<file path="config.mk">
export PLATFORM = sky130hd
export DESIGN_NAME = utf8_shortest_form_normalizer
export DESIGN_NICKNAME = d
export VERILOG_FILES = /design/src/rtl/u8n_pkg.sv /design/src/rtl/u8n_dec.sv /design/src/rtl/utf8_shortest_form_normalizer.sv
export SDC_FILE = /design/constraint.sdc
export NUM_CORES = 1
export LEC_CHECK = 0
export BUFFER_PORTS_ARGS = -buffer_cell sky130_fd_sc_hd__buf_4
export CORE_ASPECT_RATIO = 1.1
export CORE_UTILIZATION = 23
export DETAILED_ROUTE_END_ITERATION = 8
export GPL_TIMING_DRIVEN = 0
export PLACE_DENSITY = 0.39
export SLEW_MARGIN = 20
export SYNTH_ARGS = -nofsm -noshare
export SYNTH_HDL_FRONTEND = slang
export SYNTH_HIERARCHICAL = 1
export SYNTH_SLANG_ARGS = --single-unit
</file>
<file path="constraint.sdc">
create_clock -name i_clk -period 5.21 [get_ports i_clk]
set_input_delay 0.521 -clock i_clk [delete_from_list [all_inputs] [get_ports i_clk]]
set_output_delay 0.521 -clock i_clk [all_outputs]
set_load 0.01 [all_outputs]
</file>
<file path="src/rtl/u8n_pkg.sv">
package u8n_pkg;

    localparam int unsigned MaxOut = 4;

    localparam logic [20:0] CodeLimit   = 21'h110000;
    localparam logic [20:0] CodeReplace = 21'h00FFFD;
    localparam logic [20:0] Lim2Byte    = 21'h000080;
    localparam logic [20:0] Lim3Byte    = 21'h000800;
    localparam logic [20:0] Lim4Byte    = 21'h010000;
    localparam logic [7:0]  LeadMax     = 8'hF4;

    typedef struct packed {
        logic [20:0] acc;
        logic [1:0]  pend;
    } t_seq_st;

    typedef struct packed {
        logic [MaxOut-1:0][7:0] bytes;
        logic [2:0]             num;
    } t_grp;

endpackage

</file>
<file path="src/rtl/u8n_dec.sv">
module u8n_dec
    import u8n_pkg::*;
(
    input  logic [7:0] i_byte,
    input  logic       i_eos,
    input  t_seq_st    i_st,
    output t_seq_st    o_st,
    output t_grp       o_grp
);

    function automatic t_grp encode(input logic [20:0] code);
        logic [20:0] u;
        t_grp        g;
        u = (code >= CodeLimit) ? CodeReplace : code;
        g = '0;
        if (u < Lim2Byte) begin
            g.bytes[0] = u[7:0];
            g.num      = 3'd1;
        end else if (u < Lim3Byte) begin
            g.bytes[0] = {3'b110, u[10:6]};
            g.bytes[1] = {2'b10, u[5:0]};
            g.num      = 3'd2;
        end else if (u < Lim4Byte) begin
            g.bytes[0] = {4'b1110, u[15:12]};
            g.bytes[1] = {2'b10, u[11:6]};
            g.bytes[2] = {2'b10, u[5:0]};
            g.num      = 3'd3;
        end else begin
            g.bytes[0] = {5'b11110, u[20:18]};
            g.bytes[1] = {2'b10, u[17:12]};
            g.bytes[2] = {2'b10, u[11:6]};
            g.bytes[3] = {2'b10, u[5:0]};
            g.num      = 3'd4;
        end
        return g;
    endfunction

    logic        fresh;
    logic        is_cont;
    logic [20:0] shifted;

    assign is_cont = (i_byte[7:6] == 2'b10);
    assign shifted = {i_st.acc[14:0], i_byte[5:0]};

    always_comb begin
        fresh = 1'b1;
        o_st  = i_st;
        o_grp = '0;
        if (i_st.pend != 2'd0) begin
            if (is_cont) begin
                fresh     = 1'b0;
                o_st.acc  = shifted;
                o_st.pend = i_st.pend - 2'd1;
                if (i_st.pend == 2'd1) begin
                    o_grp    = encode(shifted);
                    o_st.acc = '0;
                end
            end else begin
                o_st = '0;
            end
        end
        if (fresh) begin
            if (i_byte[7] == 1'b0) begin
                o_grp.bytes[0] = i_byte;
                o_grp.num      = 3'd1;
            end else if (i_byte < 8'hC0 || i_byte > LeadMax) begin
                o_grp.num = 3'd0;
            end else if (i_byte < 8'hE0) begin
                o_st.acc  = {16'd0, i_byte[4:0]};
                o_st.pend = 2'd1;
            end else if (i_byte < 8'hF0) begin
                o_st.acc  = {17'd0, i_byte[3:0]};
                o_st.pend = 2'd2;
            end else begin
                o_st.acc  = {18'd0, i_byte[2:0]};
                o_st.pend = 2'd3;
            end
        end
        if (i_eos) begin
            o_st = '0;
        end
    end

endmodule

</file>
<file path="src/rtl/utf8_shortest_form_normalizer.sv">
// utf8_shortest_form_normalizer
// input channel: one raw byte per beat (i_in_byte, i_end_of_stream) under
// i_in_valid / o_in_ready. output channel: one cleaned byte per beat
// (o_out_byte, o_run_last) under o_out_valid / i_out_ready; o_run_last marks
// the final byte produced by one input beat.
// an input beat lands in an input register; the decoder and shortest-form
// encoder turn it into a group of 0 to 4 bytes, and a group of 1 to 4 bytes
// is loaded into the result register once that register is free, where its
// first byte is shown. one input beat per cycle is taken while output groups
// hold one byte each and the receiver does not stall; a group of n bytes is
// shown one byte at a time, and a beat that produces bytes waits in the input
// register until the last byte of the current group is taken. beats that
// produce nothing pass the input register even while a group drains. reset
// clears the open sequence, the input valid flag, the result valid flag and
// the byte position. when the receiver stalls, the shown byte holds; once the
// input register holds a beat that produces bytes, o_in_ready drops.
module utf8_shortest_form_normalizer
    import u8n_pkg::*;
(
    input  logic       i_clk,
    input  logic       i_rst_n,
    input  logic       i_in_valid,
    output logic       o_in_ready,
    input  logic [7:0] i_in_byte,
    input  logic       i_end_of_stream,
    output logic       o_out_valid,
    input  logic       i_out_ready,
    output logic [7:0] o_out_byte,
    output logic       o_run_last
);

    logic       r_in_vld;
    logic [7:0] r_in_byte;
    logic       r_in_eos;
    t_seq_st    r_st;
    t_seq_st    n_st;
    t_grp       r_grp;
    t_grp       n_grp;
    logic       r_grp_vld;
    logic [1:0] r_pos;

    logic grp_last;
    logic grp_free;
    logic s1_move;

    u8n_dec u_dec (
        .i_byte (r_in_byte),
        .i_eos  (r_in_eos),
        .i_st   (r_st),
        .o_st   (n_st),
        .o_grp  (n_grp)
    );

    assign grp_last    = ({1'b0, r_pos} + 3'd1) == r_grp.num;
    assign grp_free    = !r_grp_vld || (i_out_ready && grp_last);
    assign s1_move     = r_in_vld && (grp_free || n_grp.num == 3'd0);
    assign o_in_ready  = !r_in_vld || s1_move;

    assign o_out_valid = r_grp_vld;
    assign o_out_byte  = r_grp.bytes[r_pos];
    assign o_run_last  = grp_last;

    always_ff @(posedge i_clk) begin
        if (!i_rst_n) begin
            r_in_vld <= 1'b0;
        end else if (o_in_ready) begin
            r_in_vld <= i_in_valid;
        end
    end

    always_ff @(posedge i_clk) begin
        if (o_in_ready && i_in_valid) begin
            r_in_byte <= i_in_byte;
            r_in_eos  <= i_end_of_stream;
        end
    end

    always_ff @(posedge i_clk) begin
        if (!i_rst_n) begin
            r_st <= '0;
        end else if (s1_move) begin
            r_st <= n_st;
        end
    end

    always_ff @(posedge i_clk) begin
        if (!i_rst_n) begin
            r_grp_vld <= 1'b0;
            r_pos     <= 2'd0;
        end else if (s1_move && n_grp.num != 3'd0 && grp_free) begin
            r_grp_vld <= 1'b1;
            r_pos     <= 2'd0;
        end else if (r_grp_vld && i_out_ready) begin
            if (grp_last) begin
                r_grp_vld <= 1'b0;
                r_pos     <= 2'd0;
            end else begin
                r_pos <= r_pos + 2'd1;
            end
        end
    end

    always_ff @(posedge i_clk) begin
        if (s1_move && n_grp.num != 3'd0 && grp_free) begin
            r_grp <= n_grp;
        end
    end

    a_grp_nonempty: assert property (@(posedge i_clk) disable iff (!i_rst_n)
        r_grp_vld |-> (r_grp.num != 3'd0 && {1'b0, r_pos} < r_grp.num))
        else $error("result group empty or position past its end");

    a_eos_clears: assert property (@(posedge i_clk) disable iff (!i_rst_n)
        (s1_move && r_in_eos) |=> (r_st.pend == 2'd0 && r_st.acc == '0))
        else $error("open sequence survived end of stream");

    a_no_overwrite: assert property (@(posedge i_clk) disable iff (!i_rst_n)
        (r_grp_vld && !i_out_ready) |=> (r_grp_vld && $stable(r_pos)))
        else $error("stalled result group changed");

    a_producing_move: assert property (@(posedge i_clk) disable iff (!i_rst_n)
        (s1_move && n_grp.num != 3'd0) |-> grp_free)
        else $error("producing beat moved while result group busy");

endmodule
</file>
==> impl_metrics.json <==
{
  "whs_endpoint": "r_in_byte[4]",
  "grt-ovfl-total": 0,
  "period_needed_ns": 3.587,
  "crit_chain": "buf_2 > nor3_4 > nand2_1 > o311a_4 > o31ai_1 > nor3b_1 > nor2b_1",
  "initial_utilization_pct": 23.54,
  "core.rowCount": 48,
  "worst-path-stages": 7,
  "cts_resized": 0,
  "cts_buffers": 9,
  "timing.rr.start": "r_st[9]",
  "grt_usage_pct": 12.51,
  "post_cts_buffers": 0,
  "hold_class": "input pin to flip-flop",
  "yosys_warnings": 6,
  "p_int_mw": 1.022,
  "combPwrFrac_pct": 6.8,
  "synth_cells": 350,
  "skew_ns": 0.009281,
  "start_kind": "flip-flop",
  "grt_max_degree": 26,
  "antenna_left": 0,
  "final_net_count": 402,
  "cts_tree": "built",
  "period_share_pct": 68.84,
  "dpl-instance-area_um2": 4151,
  "stdcell_area_um2": 4463,
  "diodes": 0,
  "seqPwrFrac_pct": 44.5,
  "synth_area_um2": 3690,
  "powerDensity_nw_per_um2": 291.3,
  "clk_path_buf_depth": 2,
  "hold_viol_final": 0,
  "ir_drop_uv": 99.86,
  "grt_pass1_vias": 2845,
  "leakage_nw": 1.590,
  "tightest_slew_ns": 0.8220,
  "clk_latency_ns": 0.33,
  "die_x_um": 122.8,
  "cts_sinks": 65,
  "r2r_cells": 7,
  "r2r_slack_ns": 1.62,
  "cts_root_buf": "clkbuf_16",
  "h-tree-depth": 3,
  "first_iter_violations": 132,
  "fmax_mhz": 278.8,
  "drive_gt1_share_pct": 22.25,
  "slowest_delay_ns": 0.69,
  "n_fill_cell": 1625,
  "wl_um": 9656,
  "slew_headroom_pct": 45.09,
  "die_h_um": 134.8,
  "wire_per_inst_um": 16.34,
  "clkPwrFrac_pct": 48.7,
  "worstSetupStartpoint": "r_st[9]",
  "status": "complete, no violations",
  "grt_pass1_wl_um": 15520,
  "via_count": 2791,
  "stdcell_count": 591,
  "dp_cells": 575,
  "worstReg2RegEnd": "r_in_byte[5]",
  "gp_congestion": 0.8787,
  "maxCapViolCount": 0,
  "drv_slew": 0,
  "core_region_area_um2": 15680,
  "cpMaxStageDelayCell": "o31ai_1",
  "cp_max_fo": 9,
  "cp.buffers_inverters": 1,
  "cp_data_arrival_time_ns": 3.54,
  "holdBufCountCts": 0,
  "drc": 0,
  "ioPinCount": 24,
  "required_ns": 5.17,
  "dr.pass1.iters": 4,
  "syn_area_per_cell_um2": 10.54,
  "grt_setup_unrepaired": "no",
  "fin_tns_setup_ns": 0,
  "criticalPathCategory": "flip-flop to flip-flop",
  "path_delay_family": "simple AND/OR/NAND/NOR gates",
  "antenna_found_initial": 0,
  "crit_path_end_kind": "flip-flop",
  "port_buffers": 22,
  "area_delta_synth_final_pct": 20.96,
  "power.net_switching_mw": 0.2776,
  "clk_pin_slew_ns": 0.06,
  "holdPathStages": 1,
  "die_area_um2": 16550,
  "viasPerCell": 4.723,
  "dp_hpwl_um": 7206,
  "swShare_pct": 21.36,
  "hp-start": "i_in_byte[4]",
  "finalSetupViolCount": 0
}
[power by group through the flow]
stage | registers [mW] | clock network [mW] | logic (mW)
4_1_cts | 0.578 | 0.653 | 0.0901
6_report | 0.578 | 0.633 | 0.0887
2_1_floorplan | 0.584 | 0 | 0.0589
3_5_place_dp | 0.589 | 0 | 0.0899
3_3_place_gp | 0.589 | 0 | 0.0870
5_1_grt | 0.580 | 0.678 | 0.0976
[state kept, by name (all words and copies together), names as in the netlist]
signal and count:
r_grp 35, r_st 17, r_in_byte 8, r_pos 2
o_out_valid 1, r_in_eos 1, r_in_vld 1
[layout by cell type, fill, tap and decap left out, types with 3 or more instances in the layout]
cell	n
nand2_1	44
edfxtp_1	44
buf_4	29
dfxtp_1	21
a21oi_1	19
nor2_1	18
mux2i_1	17
inv_1	14
o21ai_0	14
a22o_1	13
clkbuf_1	12
nor3_1	11
buf_2	9
clkbuf_16	9
mux4_2	8
a31oi_1	5
buf_6	4
o21a_1	4
o211ai_1	4
a21o_1	4
nand3_1	4
a211oi_1	4
o31ai_1	3
ha_1	3
clkinv_2	3
inv_2	3
o21ai_1	3
or3_1	3
a221oi_1	3
conb_1	3
[worst max path at each step]
stage,end
3_5_place_dp,r_in_byte[2]
3_3_place_gp,r_grp[11]
6_report,r_in_byte[5]
4_1_cts,r_in_byte[2]
5_1_grt,r_in_byte[4]
2_1_floorplan,r_grp[0]
[layout make-up]
class / instances / area (um^2) / share of cell area (%)
inverter: 17 / 63.81 / 1.430
buffer: 33 / 192.7 / 4.317
multi-input combinational: 237 / 1710 / 38.32
clock inverter: 6 / 82.58 / 1.850
clock buffer: 10 / 229.0 / 5.130
timing repair buffer: 23 / 192.7 / 4.317
tap: 200 / 250.2 / 5.607
sequential: 65 / 1742 / 39.02
[metal layers]
metal  GRT usage, %  share of wire [%]  vias up
met5              0                  0        -
met4          5.827                2.6        0
met3          2.956                4.1       16
met2          19.41                 47       74
met1          16.32                 47     1320
li1               -                  -     1381
[through the flow]
stage | setup slack, ns | util (%) | hold slack [ns] | power, mW
floorplan | 1.385 | - | 0.4314 | 0.6430
detailed placement | 1.602 | 26.48 | 0.4504 | 0.6788
CTS | 1.582 | 28.47 | 0.3536 | 1.321
finish | 1.623 | 28.47 | 0.3658 | 1.300
global route | 1.366 | 28.47 | 0.3484 | 1.356
global placement | 0.2954 | 26.24 | 0.4417 | 0.6762
[worst register-to-register path: cells and delay by family (launching register included)]
kind                   cells  cell delay [ns]
AND/OR/NAND/NOR            4             1.56
AO/OA/AOI/OAI              2             1.17
flip-flops                 1             0.31
buffers and inverters      1             0.17
Note: power is estimated with default switching activity, not from simulation.
